$ cat src/sv/nfcwm_pkg.sv
`timescale 1ns / 1ps
`default_nettype none
// ----------------------------------------------------------------------------
// nfcwm_pkg
// Shared types and constants for the wake detector and card identifier matcher.
// ----------------------------------------------------------------------------
package nfcwm_pkg;

    localparam int unsigned BYTE_W    = 8;
    localparam int unsigned UID_W     = 32;
    localparam int unsigned CNT_W     = 5;
    localparam int unsigned WIN_DEPTH = 7;
    localparam int unsigned CFG_IDX_W = 2;

    localparam int unsigned FRAME_LEN_DEF  = 25;
    localparam int unsigned UID_OFFSET_DEF = 19;

    localparam logic [BYTE_W-1:0] BYTE_ZERO = 8'h00;
    localparam logic [BYTE_W-1:0] BYTE_FF   = 8'hFF;
    localparam logic [BYTE_W-1:0] BYTE_D5   = 8'hD5;
    localparam logic [BYTE_W-1:0] BYTE_14   = 8'h14;

    localparam logic [UID_W-1:0] KNOWN_A_RST = 32'h25F74806;
    localparam logic [UID_W-1:0] KNOWN_B_RST = 32'h5084FC23;
    localparam logic [UID_W-1:0] KNOWN_C_RST = 32'h40748023;

    typedef enum logic [CFG_IDX_W-1:0] {
        CFG_KNOWN_A = 2'd0,
        CFG_KNOWN_B = 2'd1,
        CFG_KNOWN_C = 2'd2
    } t_cfg_idx;

    typedef struct packed {
        logic             done;
        logic             matched;
        logic             seen;
        logic [UID_W-1:0] uid;
    } t_frame_res;

endpackage
`default_nettype wire

$ cat src/sv/nfc_wake_and_card_uid_matcher.sv
`timescale 1ns / 1ps
`default_nettype none
// ----------------------------------------------------------------------------
// nfc_wake_and_card_uid_matcher
// Wake detector and card identifier matcher for a card reader byte stream.
// ----------------------------------------------------------------------------
// Takes one received byte per clock while o_ready is high and returns one
// result word per byte from an output register in the next cycle; a new
// byte is taken in the same cycle the held result is taken. Before waking,
// bytes shift through a row of seven window cells that is compared against
// the wake acknowledgement and wake response; after waking, a frame counter
// captures the identifier and compares it with the three known identifiers
// at the last byte of each frame. Awake is cleared only by reset.
// ----------------------------------------------------------------------------
module nfc_wake_and_card_uid_matcher #(
    parameter int unsigned FRAME_LEN  = nfcwm_pkg::FRAME_LEN_DEF,
    parameter int unsigned UID_OFFSET = nfcwm_pkg::UID_OFFSET_DEF
) (
    input  wire logic                            i_clk,
    input  wire logic                            i_rst_n,
    input  wire logic                            i_cfg_we,
    input  wire logic [nfcwm_pkg::CFG_IDX_W-1:0] i_cfg_index,
    input  wire logic [nfcwm_pkg::UID_W-1:0]     i_cfg_data,
    input  wire logic                            i_valid,
    output logic                                 o_ready,
    input  wire logic [nfcwm_pkg::BYTE_W-1:0]    i_rx_byte,
    output logic                                 o_valid,
    input  wire logic                            i_ready,
    output logic                                 o_awake,
    output logic                                 o_frame_done,
    output logic                                 o_frame_matched,
    output logic                                 o_card_seen,
    output logic [nfcwm_pkg::UID_W-1:0]          o_card_uid
);

    localparam int unsigned DEPTH = nfcwm_pkg::WIN_DEPTH;

    logic [nfcwm_pkg::UID_W-1:0]  r_known_a;
    logic [nfcwm_pkg::UID_W-1:0]  r_known_b;
    logic [nfcwm_pkg::UID_W-1:0]  r_known_c;

    logic                         r_awake;
    logic                         n_awake;
    logic                         r_valid;
    logic                         n_valid;
    nfcwm_pkg::t_frame_res        r_res;
    logic                         r_out_awake;

    logic                         accept;
    logic                         shift;
    logic                         wake;
    logic                         head;
    logic                         ack;
    logic                         resp;
    logic [nfcwm_pkg::BYTE_W-1:0] win   [DEPTH];
    logic [nfcwm_pkg::BYTE_W-1:0] win_n [DEPTH];
    nfcwm_pkg::t_frame_res        res;

    assign o_ready = !r_valid || i_ready;
    assign accept  = i_valid && o_ready;
    assign shift   = accept && !r_awake;

    always_ff @(posedge i_clk) begin
        if (!i_rst_n) begin
            r_known_a <= nfcwm_pkg::KNOWN_A_RST;
            r_known_b <= nfcwm_pkg::KNOWN_B_RST;
            r_known_c <= nfcwm_pkg::KNOWN_C_RST;
        end else if (i_cfg_we) begin
            unique case (i_cfg_index)
                nfcwm_pkg::CFG_KNOWN_A: r_known_a <= i_cfg_data;
                nfcwm_pkg::CFG_KNOWN_B: r_known_b <= i_cfg_data;
                nfcwm_pkg::CFG_KNOWN_C: r_known_c <= i_cfg_data;
                default: begin
                end
            endcase
        end
    end

    for (genvar k = 0; k < DEPTH; k++) begin : g_win
        if (k == DEPTH - 1) begin : g_tail
            assign win_n[k] = i_rx_byte;
        end else begin : g_body
            assign win_n[k] = win[k+1];
        end
        nfcwm_win_cell u_cell (
            .i_clk   (i_clk),
            .i_rst_n (i_rst_n),
            .i_shift (shift),
            .i_byte  (win_n[k]),
            .o_byte  (win[k])
        );
    end

    always_comb begin
        head = (win_n[0] == nfcwm_pkg::BYTE_ZERO) && (win_n[1] == nfcwm_pkg::BYTE_ZERO)
            && (win_n[2] == nfcwm_pkg::BYTE_FF);
        ack  = head && (win_n[3] == nfcwm_pkg::BYTE_ZERO) && (win_n[4] == nfcwm_pkg::BYTE_FF)
            && (win_n[5] == nfcwm_pkg::BYTE_ZERO);
        resp = head && (win_n[5] == nfcwm_pkg::BYTE_D5) && (win_n[6] == nfcwm_pkg::BYTE_14);
        wake = ack || resp;
        n_awake = r_awake || (shift && wake);
        n_valid = accept || (r_valid && !i_ready);
    end

    nfcwm_frame #(
        .FRAME_LEN  (FRAME_LEN),
        .UID_OFFSET (UID_OFFSET)
    ) u_frame (
        .i_clk     (i_clk),
        .i_rst_n   (i_rst_n),
        .i_step    (accept && r_awake),
        .i_rx_byte (i_rx_byte),
        .i_known_a (r_known_a),
        .i_known_b (r_known_b),
        .i_known_c (r_known_c),
        .o_res     (res)
    );

    always_ff @(posedge i_clk) begin
        if (!i_rst_n) begin
            r_awake <= 1'b0;
            r_valid <= 1'b0;
        end else begin
            r_awake <= n_awake;
            r_valid <= n_valid;
        end
    end

    always_ff @(posedge i_clk) begin
        if (accept) begin
            r_res       <= res;
            r_out_awake <= n_awake;
        end
    end

    assign o_valid         = r_valid;
    assign o_awake         = r_out_awake;
    assign o_frame_done    = r_res.done;
    assign o_frame_matched = r_res.matched;
    assign o_card_seen     = r_res.seen;
    assign o_card_uid      = r_res.uid;

`ifndef SYNTHESIS
    a_awake_sticky: assert property (@(posedge i_clk) disable iff (!i_rst_n)
        r_awake |=> r_awake)
        else $error("awake dropped without reset");
    a_match_needs_done: assert property (@(posedge i_clk) disable iff (!i_rst_n)
        (r_valid && o_frame_matched) |-> o_frame_done)
        else $error("match reported without frame end");
    a_done_needs_awake: assert property (@(posedge i_clk) disable iff (!i_rst_n)
        (r_valid && o_frame_done) |-> o_awake)
        else $error("frame end reported while not awake");
    a_window_frozen: assert property (@(posedge i_clk) disable iff (!i_rst_n)
        r_awake |=> $stable(win[DEPTH-1]))
        else $error("window shifted while awake");
`endif

endmodule
`default_nettype wire

$ cat src/sv/nfcwm_win_cell.sv
`timescale 1ns / 1ps
`default_nettype none
// ----------------------------------------------------------------------------
// nfcwm_win_cell
// One byte of the wake window; loads its neighbor's or the new byte on shift.
// ----------------------------------------------------------------------------
module nfcwm_win_cell (
    input  wire logic                         i_clk,
    input  wire logic                         i_rst_n,
    input  wire logic                         i_shift,
    input  wire logic [nfcwm_pkg::BYTE_W-1:0] i_byte,
    output logic      [nfcwm_pkg::BYTE_W-1:0] o_byte
);

    logic [nfcwm_pkg::BYTE_W-1:0] r_byte;
    logic [nfcwm_pkg::BYTE_W-1:0] n_byte;

    always_comb begin
        n_byte = i_shift ? i_byte : r_byte;
    end

    always_ff @(posedge i_clk) begin
        if (!i_rst_n) begin
            r_byte <= nfcwm_pkg::BYTE_ZERO;
        end else begin
            r_byte <= n_byte;
        end
    end

    assign o_byte = r_byte;

endmodule
`default_nettype wire

$ cat src/sv/nfcwm_frame.sv
`timescale 1ns / 1ps
`default_nettype none
// ----------------------------------------------------------------------------
// nfcwm_frame
// Frame byte counter, identifier capture and known identifier compare.
// ----------------------------------------------------------------------------
module nfcwm_frame #(
    parameter int unsigned FRAME_LEN  = nfcwm_pkg::FRAME_LEN_DEF,
    parameter int unsigned UID_OFFSET = nfcwm_pkg::UID_OFFSET_DEF
) (
    input  wire logic                         i_clk,
    input  wire logic                         i_rst_n,
    input  wire logic                         i_step,
    input  wire logic [nfcwm_pkg::BYTE_W-1:0] i_rx_byte,
    input  wire logic [nfcwm_pkg::UID_W-1:0]  i_known_a,
    input  wire logic [nfcwm_pkg::UID_W-1:0]  i_known_b,
    input  wire logic [nfcwm_pkg::UID_W-1:0]  i_known_c,
    output nfcwm_pkg::t_frame_res             o_res
);

    localparam int unsigned CNT_W = nfcwm_pkg::CNT_W;

    logic [CNT_W-1:0]            r_count;
    logic [CNT_W-1:0]            n_count;
    logic [nfcwm_pkg::UID_W-1:0] r_capture;
    logic [nfcwm_pkg::UID_W-1:0] n_capture;
    logic [nfcwm_pkg::UID_W-1:0] r_last;
    logic [nfcwm_pkg::UID_W-1:0] n_last;
    logic                        r_seen;
    logic                        n_seen;

    logic                        in_uid;
    logic [CNT_W-1:0]            uid_off;
    logic [1:0]                  lane;
    logic [CNT_W-1:0]            pos_inc;
    logic                        done;
    logic                        matched;

    always_comb begin
        in_uid  = ({1'b0, r_count} >= (CNT_W+1)'(UID_OFFSET))
               && ({1'b0, r_count} <  (CNT_W+1)'(UID_OFFSET + 4));
        uid_off = r_count - CNT_W'(UID_OFFSET);
        lane    = 2'd3 - uid_off[1:0];
        pos_inc = r_count + CNT_W'(1);
        done    = i_step && (pos_inc >= CNT_W'(FRAME_LEN));

        n_capture = r_capture;
        if (i_step && in_uid) begin
            n_capture[{lane, 3'b000} +: nfcwm_pkg::BYTE_W] =
                r_capture[{lane, 3'b000} +: nfcwm_pkg::BYTE_W] | i_rx_byte;
        end

        n_last  = done ? n_capture : r_last;
        matched = done && ((n_last == i_known_a) || (n_last == i_known_b)
                        || (n_last == i_known_c));
        n_seen  = r_seen | matched;

        n_count = r_count;
        if (i_step) begin
            n_count = done ? '0 : pos_inc;
        end
        if (done) begin
            n_capture = '0;
        end
    end

    always_ff @(posedge i_clk) begin
        if (!i_rst_n) begin
            r_count   <= '0;
            r_capture <= '0;
            r_last    <= '0;
            r_seen    <= 1'b0;
        end else begin
            r_count   <= n_count;
            r_capture <= n_capture;
            r_last    <= n_last;
            r_seen    <= n_seen;
        end
    end

    always_comb begin
        o_res.done    = done;
        o_res.matched = matched;
        o_res.seen    = n_seen;
        o_res.uid     = n_last;
    end

`ifndef SYNTHESIS
    a_count_in_frame: assert property (@(posedge i_clk) disable iff (!i_rst_n)
        r_count < CNT_W'(FRAME_LEN))
        else $error("frame count past frame length");
    a_done_clears: assert property (@(posedge i_clk) disable iff (!i_rst_n)
        done |=> (r_count == '0) && (r_capture == '0))
        else $error("frame end did not restart count and capture");
    a_seen_sticky: assert property (@(posedge i_clk) disable iff (!i_rst_n)
        r_seen |=> r_seen)
        else $error("seen flag dropped");
`endif

endmodule
`default_nettype wire

$ cat config.mk
export PLATFORM = sky130hd
export DESIGN_NAME = nfc_wake_and_card_uid_matcher
export DESIGN_NICKNAME = d
export VERILOG_FILES = /design/src/sv/nfcwm_pkg.sv /design/src/sv/nfc_wake_and_card_uid_matcher.sv /design/src/sv/nfcwm_win_cell.sv /design/src/sv/nfcwm_frame.sv
export SDC_FILE = /design/constraint.sdc
export NUM_CORES = 1
export LEC_CHECK = 0
export ABC_AREA = 0
export BUFFER_PORTS_ARGS = -buffer_cell sky130_fd_sc_hd__clkbuf_2
export CORE_ASPECT_RATIO = 0.6
export CORE_MARGIN = 2
export CORE_UTILIZATION = 40
export DETAILED_ROUTE_END_ITERATION = 7
export PLACE_DENSITY = 0.67
export SLEW_MARGIN = 20
export SYNTH_ARGS = -nofsm -noshare
export SYNTH_HDL_FRONTEND = slang
export SYNTH_SLANG_ARGS = --single-unit
$ cat constraint.sdc
create_clock -name i_clk -period 5.45 [get_ports i_clk]
set_input_delay 1.09 -clock i_clk [delete_from_list [all_inputs] [get_ports i_clk]]
set_output_delay 1.09 -clock i_clk [all_outputs]
set_load 0.01 [all_outputs]
# ---- Word level (Yosys, flattened, before mapping)
# Cells that the tools add are included.
dict set report word_totals {
  word_cells 80
  in_bits 47
  reg_bits 252
  out_inout_bits 38
}
dict set report classes {
  n_shift 3
  muxes 4
  reduce_logical 34
  bitwise 3
  eq_ne 9
  n_lt_le_gt_ge 3
  n_addsub 4
}
# op n
set op_table {}
lappend op_table {{== test 32 bit} 3}
lappend op_table {{two-way mux 32 bit} 2}
lappend op_table {{bitwise mux 32 bit} 1}
lappend op_table {{zero test 8 bit} 4}
lappend op_table {{variable shift 8 x 7 -> 32 bit, first input constant} 1}
lappend op_table {{indexed part select 32 x 6 -> 8 bit} 1}
lappend op_table {{indexed part select 8 x 7 -> 32 bit} 1}
lappend op_table {{== test 8 bit, second input constant} 3}
lappend op_table {{logical AND 1 bit} 16}
lappend op_table {{>= comparator 5 bit, second input constant} 2}
lappend op_table {{== test 8 x 5 -> 1 bit, second input constant} 1}
lappend op_table {{bitwise OR 8 bit} 1}
lappend op_table {{negation 5 -> 7 bit} 1}
lappend op_table {{logical OR 1 bit} 6}
lappend op_table {{AND reduction 2 bit} 3}
lappend op_table {{adder 5 x 1 -> 5 bit, second input constant} 1}
lappend op_table {{less-than comparator 5 bit, second input constant} 1}
lappend op_table {{two-way mux 5 bit} 1}
lappend op_table {{zero test 1 bit} 3}
lappend op_table {{== test 2 x 1 -> 1 bit, second input constant} 1}
lappend op_table {{== test 2 bit, second input constant} 1}
lappend op_table {{zero test 2 bit} 1}
lappend op_table {{OR reduction 2 bit} 1}
lappend op_table {{subtractor 2 bit, first input constant} 1}
lappend op_table {{3 further kinds} 3}

# ---- Depth between registers and ports, before layout
# Gate-level depths: netlist of the first run.
dict set report depth {
  word_depth 13
  mapped_depth 17
  ltp_nobuf 12
}

# ---- By module
# A second synthesis of the first run with hierarchy kept.
dict set report hier_totals {
  cells_unflattened 1282
  area_unflattened_um2 12114.1
}
# mod instances area_each_um2 cells_each seq_area_each_um2
set modules_own_cells {}
lappend modules_own_cells {nfcwm_frame 1 5459.0 637 1401.3}
lappend modules_own_cells {nfc_wake_and_card_uid_matcher 1 4845.9 495 3042.9}
lappend modules_own_cells {nfcwm_win_cell 6 301.5 25 160.2}

# ---- Least setup slack after synthesis of the first run
# Ideal clock, no wire load.
dict set report synth_timing {
  path_kind {flip-flop to flip-flop}
  from {register u_frame.r_count[0]}
  to {register r_res (netlist bit o_card_seen), data pin}
  required_ns 5.304
  setup_time_ns 0.146
  period_less_slack_ns 3.721
  t_arrival_ns 3.575
  path_slack_ns 1.729
  path_stages_with_launch 13
  n_path_buf 2
  cell_sequence {dfxtp_1 > buf_6 > buf_6 > inv_1 > ha_1 > or4_1 > or3_1 > and2_1 > xnor2_1 > or4_1 > a2111oi_4 > a41oi_1 > a21oi_1}
}
# element line
set synth_lines {}
lappend synth_lines {{from (decl)} nfcwm_frame.sv:23} ;# logic [CNT_W-1:0] r_count;
lappend synth_lines {{from (signal assigned)} nfcwm_frame.sv:74} ;# r_count <= n_count;
lappend synth_lines {{to (signal assigned)} nfc_wake_and_card_uid_matcher.sv:131} ;# r_res <= res;
lappend synth_lines {{to (decl)} nfc_wake_and_card_uid_matcher.sv:46} ;# nfcwm_pkg::t_frame_res r_res;

==> flow_metrics.env, run 1 <==
export IMPL_cp_slowest_stage_delay_ps=730
export IMPL_grt_pass1_vias=9901
export IMPL_cts_tree="built"
export IMPL_switchingPower_mw=0.9867
export IMPL_clkTransAtPathRegs_ps=70
export IMPL_p_leak_nw=4.994
export IMPL_cp_data_arrival_time_ps=5030
export IMPL_start_util=0.4076
export IMPL_rsz0062_at_grt="no"
export IMPL_cts_setup_buffers=0
export IMPL_wl_met1_microns=23460
export IMPL_slowest_stage="or4_2"
export IMPL_num_rows=49
export IMPL_status="finished clean"
export IMPL_clkLatencyLatePin_ps=550
export IMPL_port_buffers=84
export IMPL_startpoint_type="register"
export IMPL_overflow=0
export IMPL_core_sq_mm=0.03004
export IMPL_fillers=2951
export IMPL_grt_util_all_layers=0.2900
export IMPL_htree_levels=1
export IMPL_antenna_found_initial=2
export IMPL_routed_wl_microns=46810
export IMPL_met3WireLength_microns=5198
export IMPL_avgSynthCellArea_sq_um=8.715
export IMPL_wl_met2_microns=17430
export IMPL_seqPwrFrac=0.496
export IMPL_ys_warn_count=0
export IMPL_ant_nets=0
export IMPL_tns_ps=0
export IMPL_intPower_mw=3.019
export IMPL_ir_drop_uv=172.0
export IMPL_synth_edf_count=36
export IMPL_clockBufferDepth=3
export IMPL_final_layout_size_suffix_gt1_frac=0.1176
export IMPL_crit_chain="inv_1 -> ha_1 -> nand2b_1 -> nor3_1 -> or4_2 -> inv_2 -> buf_4 -> o21ai_1 -> o22ai_1 -> mux2i_1 -> nor4_1 -> nand4_1 -> a21oi_1"
export IMPL_grt_max_degree=110
export IMPL_fp_dieH_microns=139.5
export IMPL_cts_sinks=252
export IMPL_max_freq_mhz=214.7
export IMPL_grt_pass1_wl_microns=68470
export IMPL_synth_seq_area_share=0.4414
export IMPL_gp_congestion=0.9992
export IMPL_p_per_area_mw_per_mm2=289.0
export IMPL_worst_pin_slew_ps=1094
export IMPL_areaGrowthSynthToFinish_pct=13.20
export IMPL_period_minus_slack_ps=4658
export IMPL_cts_hold_buf=0
export IMPL_dpl_hpwl_microns=35770
export IMPL_vias=10809
export IMPL_syn_cell_area_sq_mm=0.01224
export IMPL_drt_iter0_drc=1286
export IMPL_finalClockSkew_ps=15.52
export IMPL_power_frac_comb=0.067
export IMPL_async_flop_share=0
export IMPL_nets=1514
export IMPL_crit_fanout=21
export IMPL_route_detailed_drc=0
export IMPL_cp_end_kind="register"
export IMPL_cts_made_buffers=24
export IMPL_synth_seq_cells=252
export IMPL_clkPwrFrac=0.437
export IMPL_finalCritPeriodShare=0.8547
export IMPL_synth_ff_type="dfxtp_1"
export IMPL_hold_path_class="reg -> reg"
export IMPL_wl_per_cell_microns=24.81
export IMPL_via_per_inst=5.728
export IMPL_top_layer="met5"
export IMPL_num_io_pins=85
export IMPL_worstSetupPathType="reg -> reg"
export IMPL_swShare=0.2464
export IMPL_die_area_sq_mm=0.03207
export IMPL_n_antenna_cell=0
export IMPL_die_w_microns=229.9
export IMPL_report_final_slew_viol_count=0
export IMPL_root_buffer="clkbuf_16"
export IMPL_hold_slack_ps=472.9
export IMPL_cap_violations=0
export IMPL_multi_input_area_sq_mm=0.006399
export IMPL_hold_viol=0
export IMPL_syn_num_nets=1458
export IMPL_post_cts_resize_count=0
export IMPL_ys_types=80
export IMPL_synth_cells=1405
export IMPL_drtPass1Iterations=6
export IMPL_final_setup_viol_count=0
export IMPL_regArea_sq_mm=0.005405
export IMPL_required_ps=5820
export IMPL_slew_headroom=0.2708
[layer usage]
metal  vias up  track usage
met5         -            0
met4         2      0.04958
met3        52      0.09570
met2       527       0.3686
met1      5237       0.4639
li1       4991            -
[cells in the mapped netlist, types with 32 or more instances]
cell | n | area, sq um
a21boi_0 | 112 | 840.8
and2_1 | 40 | 250.2
clkbuf_1 | 61 | 229.0
dfxtp_1 | 216 | 4324
edfxtp_1 | 36 | 1081
inv_1 | 32 | 120.1
nand2_1 | 320 | 1201
nand3_1 | 42 | 210.2
nor2_1 | 53 | 198.9
o21ai_0 | 47 | 235.2
xnor2_1 | 79 | 691.9
xor2_1 | 53 | 464.2
[metrics by stage]
stage | utilization | instance area, sq um | worst slack [ps] | cells | total power [mW]
3_3_place_gp | 0.4339 | 13040 | 943.7 | 1843 | 2.288
3_5_place_dp | 0.4339 | 13040 | 819.5 | 1843 | 2.289
6_report | 0.4614 | 13860 | 792.0 | 1887 | 4.005
2_1_floorplan | - | 12240 | 1729 | 1405 | 2.159
4_1_cts | 0.4612 | 13850 | 864.6 | 1887 | 4.024
5_1_grt | 0.4614 | 13860 | 515.5 | 1887 | 4.131
[placed cells by master, fill, tap and decap left out, drive strengths merged, types with 8 or more instances in the layout]
master	n
a21boi	114
a21oi	28
a41oi	9
and2	41
and3	8
buf	23
clkbuf	122
dfxtp	216
edfxtp	36
inv	34
mux2i	10
nand2	321
nand3	42
nand4	24
nor2	54
nor2b	13
nor3	17
nor4	19
o211ai	16
o21a	10
o21ai	57
o22ai	12
xnor2	79
xor2	53
[power by group through the flow]
stage,clock (mW),combinational (mW),sequential [mW]
3_5_place_dp,0,0.263,2.03
5_1_grt,1.85,0.291,1.99
2_1_floorplan,0,0.148,2.01
6_report,1.75,0.269,1.99
4_1_cts,1.78,0.264,1.98
3_3_place_gp,0,0.262,2.03
[cells by family (layout without fill, tap and decap cells)]
logic type,count (synthesis),in the layout,synth area share
AOI/OAI and AO/OA,299,299,0.1738
xor gates and xnor gates,132,132,0.09442
adders and majority gates,6,6,0.006131
buffers and inverters,110,184,0.03740
DFF,252,252,0.4414
muxes,20,20,0.02442
and+or+nand+nor,586,586,0.2224
[area by class of cell]
| type | instances | area share |
|---|---|---|
| clock buffer | 39 | 0.05705 |
| clock inverter | 5 | 0.001986 |
| inverter | 34 | 0.009207 |
| multi-input combinational | 1043 | 0.4616 |
| sequential | 252 | 0.3900 |
| tap | 408 | 0.03683 |
| timing repair buffer | 106 | 0.04333 |
[final timing paths]
check | startpoint | slack (ps) | cells past startpoint | to
hold / removal | g_win[1].u_cell.o_byte[1]$_SDFFE_PN0P_ | 470 | 2 | g_win[1].u_cell.o_byte[1]$_SDFFE_PN0P_
hold reg to reg | g_win[1].u_cell.o_byte[1]$_SDFFE_PN0P_ | 470 | 2 | g_win[1].u_cell.o_byte[1]$_SDFFE_PN0P_
setup reg to reg | u_frame.r_count[1]$_SDFFE_PN0N_ | 790 | 13 | o_frame_matched$_DFFE_PN_
setup / recovery | u_frame.r_count[1]$_SDFFE_PN0N_ | 790 | 13 | o_frame_matched$_DFFE_PN_
[state kept, by name (all words and copies together) (netlist names), 5 cells and up]
| name | cells |
|---|---|
| g_win.u_cell.o_byte | 48 |
| u_frame.r_last | 32 |
| r_known_a | 32 |
| u_frame.r_count | 5 |
| r_known_c | 32 |
| o_card_uid | 32 |
| r_known_b | 32 |
| u_frame.r_capture | 32 |
[worst max-delay path, delay by kind of cell (launching register included)]
family,cells,cell delay (ps)
DFF,1,500
and+or+nand+nor,5,1850
adders and majority gates,1,650
buffers and inverters,3,860
muxes,1,100
AOI/OAI and AO/OA,3,510
Note: power is estimated with default switching activity, not from simulation.
==> run 2, diff against run 1 <==
--- a/config.mk
+++ b/config.mk
@@ -10,8 +10,10 @@
 export CORE_ASPECT_RATIO = 0.6
 export CORE_MARGIN = 2
 export CORE_UTILIZATION = 40
+export CTS_CLUSTER_SIZE = 24
 export DETAILED_ROUTE_END_ITERATION = 7
 export PLACE_DENSITY = 0.67
+export RECOVER_POWER = 50
 export SLEW_MARGIN = 20
 export SYNTH_ARGS = -nofsm -noshare
 export SYNTH_HDL_FRONTEND = slang
==> run 2 against run 1 <==
- sequential power barely moved
- flip-flop and latch count did not move
- critical endpoint unchanged
- critical path type unchanged
- largest power group unchanged
- via count barely moved
- clock skew rose by 3.5 ps
- clock-buffer cell count did not move
- wire length barely moved
- the flow now finishes with violations (max-capacitance violations, max-slew violations)
- combinational power barely moved
- largest cell class unchanged
==> flow_metrics.env, run 2 (synthesis results as in run 1) <==
export IMPL_cts_hold_buf=0
export IMPL_tns_ps=0
export IMPL_via_per_inst=5.729
export IMPL_clkTransAtPathRegs_ps=70
export IMPL_drtPass1Iterations=5
export IMPL_cts_setup_buffers=0
export IMPL_reg2reg_depth=13
export IMPL_whs_path_depth=2
export IMPL_hold_viol=0
export IMPL_ir_drop_uv=173.0
export IMPL_overflow=0
export IMPL_grt_util_all_layers=0.2900
export IMPL_startpoint_type="register"
export IMPL_final_layout_size_suffix_gt1_frac=0.08654
export IMPL_die_w_microns=229.9
export IMPL_worstSetupPathType="reg -> reg"
export IMPL_clockBufferDepth=3
export IMPL_clkLatencyLatePin_ps=550
export IMPL_status="complete, but fails checks"
export IMPL_crit_fanout=21
export IMPL_max_freq_mhz=213.2
export IMPL_core_sq_mm=0.03004
export IMPL_p_leak_nw=4.861
export IMPL_final_cell_mix="320 x nand2_1, 216 x dfxtp_1, 112 x a21boi_0"
export IMPL_grt_max_degree=110
export IMPL_cts_tree="built"
export IMPL_hold_path_class="reg -> reg"
export IMPL_htree_levels=1
export IMPL_rrSetupSlack_ps=760
export IMPL_routed_wl_microns=46760
export IMPL_cts_made_buffers=24
export IMPL_n_antenna_cell=0
export IMPL_cap_violations=5
export IMPL_rr_startpoint="u_frame.r_count[1]$_SDFFE_PN0N_"
export IMPL_dpl_hpwl_microns=35770
export IMPL_rsz0062_at_grt="no"
export IMPL_fp_dieH_microns=139.5
export IMPL_crit_path_start="u_frame.r_count[1]$_SDFFE_PN0N_"
export IMPL_cp_end_kind="register"
export IMPL_slew_headroom=-0.6133
export IMPL_num_rows=49
export IMPL_largest_reg_flops=48
export IMPL_route_detailed_drc=0
export IMPL_violations="max-capacitance violations, max-slew violations"
export IMPL_final_common_cell="nand2_1"
export IMPL_required_ps=5830
export IMPL_grt_pass1_wl_microns=68470
export IMPL_worst_r2r_endpoint="o_frame_matched$_DFFE_PN_"
export IMPL_vias=10810
export IMPL_min_to="g_win[1].u_cell.o_byte[6]$_SDFFE_PN0P_"
export IMPL_areaGrowthSynthToFinish_pct=12.60
export IMPL_finalClockSkew_ps=18.99
export IMPL_cp_data_arrival_time_ps=5080
export IMPL_finalCritPeriodShare=0.8608
export IMPL_period_minus_slack_ps=4691
export IMPL_post_cts_resize_count=0
export IMPL_cts_sinks=252
export IMPL_wl_per_cell_microns=24.78
export IMPL_p_per_area_mw_per_mm2=290.7
export IMPL_total_power_mw=4.008
export IMPL_hp_start="g_win[1].u_cell.o_byte[6]$_SDFFE_PN0P_"
export IMPL_pre_cts_ws_ps=819.5
export IMPL_grt_pass1_vias=9901
export IMPL_die_area_sq_mm=0.03207
export IMPL_drt_iter0_drc=1322
export IMPL_final_setup_viol_count=0
export IMPL_ant_nets=0
export IMPL_nets=1514
export IMPL_root_buffer="clkbuf_16"
export IMPL_num_io_pins=85
export IMPL_gp_congestion=0.9992
export IMPL_report_final_slew_viol_count=255
export IMPL_finalWorstSetupSlack_ps=758.7
export IMPL_port_buffers=84
export IMPL_worst_pin_slew_ps=2420
export IMPL_post_route_util=0.4589
export IMPL_start_util=0.4076
export IMPL_antenna_found_initial=2
-- run 2: cell types whose count changed in the layout (fill, tap and decap cells not counted), sizes merged --
| cell | previous run | this run |
|---|---|---|
| buf | 23 | 18 |
| clkbuf | 122 | 127 |
-- run 2: per-stage QoR --
stage	hold slack [ps]	instances	area [sq um]
3_5_place_dp	464.0	1843	13040
6_report	473.7	1887	13790
3_3_place_gp	456.8	1843	13040
5_1_grt	493.7	1887	13790
2_1_floorplan	443.1	1405	12240
4_1_cts	473.4	1887	13850
-- run 2: worst max-delay path by stage --
stage	endpoint	slack (ps)	cells after the start
final	o_frame_matched$_DFFE_PN_	760	13
after global routing	o_card_seen$_DFFE_PN_	520	13
after CTS	o_card_seen$_DFFE_PN_	860	13
after detailed placement	o_card_seen$_DFFE_PN_	820	12
after global placement	o_card_seen$_DFFE_PN_	940	12
after floorplan	o_card_seen$_DFFE_PN_	1730	12
-- run 2: metal layers --
| metal | GRT usage | vias to the layer above | share of wire |
|---|---|---|---|
| met5 | 0 | - | 0.00038 |
| met4 | 0.04958 | 2 | 0.015 |
| met3 | 0.09570 | 51 | 0.12 |
| met2 | 0.3686 | 540 | 0.37 |
| met1 | 0.4639 | 5231 | 0.50 |
| li1 | - | 4986 | - |
-- run 2: where the power goes --
part / internal (mW) / switching, mW
clock: 0.993 / 0.762
combinational: 0.0919 / 0.174
sequential: 1.93 / 0.0553
-- run 2: final cells by class --
class                      instances  area, sq um
inverter                          34        127.6
sequential                       252         5405
multi-input combinational       1043         6389
tap                              408        510.5
fill                            2991        16250
clock inverter                     5        27.53
timing repair buffer             106        536.8
clock buffer                      39        790.8
-- run 2: critical path, stage by stage, from the launching register on --
cell      delay [ps]
dfxtp_1          510
inv_1            110
ha_1             650
nand2b_1         250
nor3_1           110
or4_2            730
inv_2            430
buf_4            300
o21ai_1           90
o22ai_1          180
mux2i_1          110
nor4_1           600
nand4_1          190
a21oi_1          240
==> run 3, diff against run 2 <==
--- a/config.mk
+++ b/config.mk
@@ -10,6 +10,7 @@
 export CORE_ASPECT_RATIO = 0.6
 export CORE_MARGIN = 2
 export CORE_UTILIZATION = 40
+export CTS_BUF_LIST = sky130_fd_sc_hd__clkbuf_4 sky130_fd_sc_hd__clkbuf_8
 export CTS_CLUSTER_SIZE = 24
 export DETAILED_ROUTE_END_ITERATION = 7
 export PLACE_DENSITY = 0.67
==> run 3 against run 2 <==
- the run still ends with max-capacitance violations, max-slew violations left
- clock-buffer cell count rose by 19
- global-route usage barely moved
- die area unchanged
- critical path type unchanged
- maximum frequency rose by 0.13%
- highest routed layer unchanged
==> flow_metrics.env, run 3 (synthesis results as in run 1) <==
export IMPL_ant_nets=0
export IMPL_violations="max-capacitance violations, max-slew violations"
export IMPL_die_area_sq_mm=0.03207
export IMPL_grt_util_all_layers=0.2903
export IMPL_required_ps=5860
export IMPL_power_frac_comb=0.064
export IMPL_grt_pass1_vias=9930
export IMPL_p_per_area_mw_per_mm2=296.4
export IMPL_final_common_cell="nand2_1"
export IMPL_start_util=0.4076
export IMPL_finalClockSkew_ps=39.24
export IMPL_slowest_stage="or4_2"
export IMPL_fp_dieH_microns=139.5
export IMPL_port_buffers=84
export IMPL_cts_sinks=252
export IMPL_vias=10850
export IMPL_largest_reg_flops=48
export IMPL_max_freq_mhz=213.4
export IMPL_post_cts_resize_count=0
export IMPL_ir_drop_uv=166.5
export IMPL_cts_made_buffers=40
export IMPL_htree_levels=2
export IMPL_met1_usage=0.4767
export IMPL_cts_tree="built"
export IMPL_cp_end_kind="register"
export IMPL_hold_viol=0
export IMPL_final_area_sq_mm=0.01388
export IMPL_slew_headroom=-0.6357
export IMPL_switchingPower_mw=1.043
export IMPL_grt_busiest_layer="met1"
export IMPL_post_route_util=0.4621
export IMPL_period_minus_slack_ps=4685
export IMPL_num_io_pins=85
export IMPL_tns_ps=0
export IMPL_swShare=0.2534
export IMPL_cp_slowest_stage_delay_ps=730
export IMPL_cts_setup_buffers=0
export IMPL_cap_violations=5
export IMPL_crit_fanout=21
export IMPL_route_detailed_drc=0
export IMPL_die_w_microns=229.9
export IMPL_drt_iter0_drc=1185
export IMPL_drtPass1Iterations=5
export IMPL_overflow=0
export IMPL_report_final_slew_viol_count=255
export IMPL_crit_chain="inv_1 -> ha_1 -> nand2b_1 -> nor3_1 -> or4_2 -> inv_2 -> buf_4 -> o21ai_1 -> o22ai_1 -> mux2i_1 -> nor4_1 -> nand4_1 -> a21oi_1"
export IMPL_clockBufferDepth=3
export IMPL_cts_hold_buf=0
export IMPL_grt_pass1_wl_microns=68560
export IMPL_routed_wl_microns=46980
export IMPL_num_rows=49
export IMPL_hold_slack_ps=472.2
export IMPL_clkTransAtPathRegs_ps=70
export IMPL_p_leak_nw=4.922
export IMPL_root_buffer="clkbuf_8"
export IMPL_rsz0062_at_grt="no"
export IMPL_clkLatencyLatePin_ps=580
export IMPL_antenna_found_initial=2
export IMPL_grt_max_degree=110
export IMPL_final_layout_size_suffix_gt1_frac=0.1074
export IMPL_core_sq_mm=0.03004
export IMPL_dpl_hpwl_microns=35770
export IMPL_finalCritPeriodShare=0.8597
export IMPL_intPower_mw=3.072
export IMPL_placed_area_sq_mm=0.01304
export IMPL_via_per_inst=5.660
export IMPL_status="complete, but fails checks"
export IMPL_wl_per_cell_microns=24.51
export IMPL_n_antenna_cell=0
export IMPL_hold_path_class="reg -> reg"
export IMPL_areaGrowthSynthToFinish_pct=13.37
export IMPL_seqPwrFrac=0.483
export IMPL_use_met3=0.07848
export IMPL_worst_pin_slew_ps=2454
export IMPL_nets=1530
export IMPL_clkPwrFrac=0.452
export IMPL_fillers=2987
export IMPL_gp_congestion=0.9992
export IMPL_startpoint_type="register"
export IMPL_final_cell_mix="320 x nand2_1, 216 x dfxtp_1, 112 x a21boi_0"
export IMPL_cp_data_arrival_time_ps=5090
export IMPL_met2_usage=0.3641
export IMPL_final_setup_viol_count=0
export IMPL_worstSetupPathType="reg -> reg"
-- run 3: changes by cell type in the layout (fill, tap and decap cells not counted) --
cell	before	now
clkinv_2	4	5
clkbuf_4	0	13
clkinvlp_4	1	5
clkbuf_8	7	45
clkbuf_16	27	0
bufinv_16	0	4
inv_6	0	1
clkinv_1	0	1
clkbuf_1	46	41
-- run 3: layer usage --
metal	routed length, microns	vias to the layer above
met3	4847	52
li1	-	5025
met5	40	-
met4	754	2
met2	17380	506
met1	23960	5265
-- run 3: final timing paths --
path	cells past startpoint	slack, ps	endpoint	start
hold reg to reg	2	470	g_win[1].u_cell.o_byte[6]$_SDFFE_PN0P_	g_win[1].u_cell.o_byte[6]$_SDFFE_PN0P_
setup / recovery	13	760	o_frame_matched$_DFFE_PN_	u_frame.r_count[1]$_SDFFE_PN0N_
setup reg to reg	13	760	o_frame_matched$_DFFE_PN_	u_frame.r_count[1]$_SDFFE_PN0N_
hold / removal	2	470	g_win[1].u_cell.o_byte[6]$_SDFFE_PN0P_	g_win[1].u_cell.o_byte[6]$_SDFFE_PN0P_
-- run 3: critical path, delay by kind of cell, from the launching register on --
kind / cells / cell delay [ps]
simple gates: 5 / 1880
buf+inv: 3 / 840
fa+ha+maj: 1 / 660
compound gates: 3 / 510
flops: 1 / 500
mux: 1 / 110
-- run 3: layout make-up --
cell class / count / area (sq um) / share of cell area
multi-input cells: 1043 / 6389 / 0.4602
flip-flops and latches: 252 / 5405 / 0.3894
clock buffers: 58 / 716.9 / 0.05165
repair buffers: 106 / 536.8 / 0.03867
well taps: 408 / 510.5 / 0.03678
clock inverters: 16 / 195.2 / 0.01406
inverters: 34 / 127.6 / 0.009194
-- run 3: power by group through the flow --
stage,logic [mW],clock network (mW),registers [mW]
2_1_floorplan,0.148,0,2.01
3_3_place_gp,0.262,0,2.03
3_5_place_dp,0.263,0,2.03
4_1_cts,0.264,1.89,1.98
5_1_grt,0.288,1.97,1.99
6_report,0.265,1.86,1.99
-- run 3: per-stage QoR --
step / setup WS (ps) / cells / total power, mW
2_1_floorplan: 1729 / 1405 / 2.159
3_3_place_gp: 943.7 / 1843 / 2.288
6_report: 764.8 / 1917 / 4.115
3_5_place_dp: 819.5 / 1843 / 2.289
4_1_cts: 849.6 / 1917 / 4.136
5_1_grt: 505.3 / 1917 / 4.245
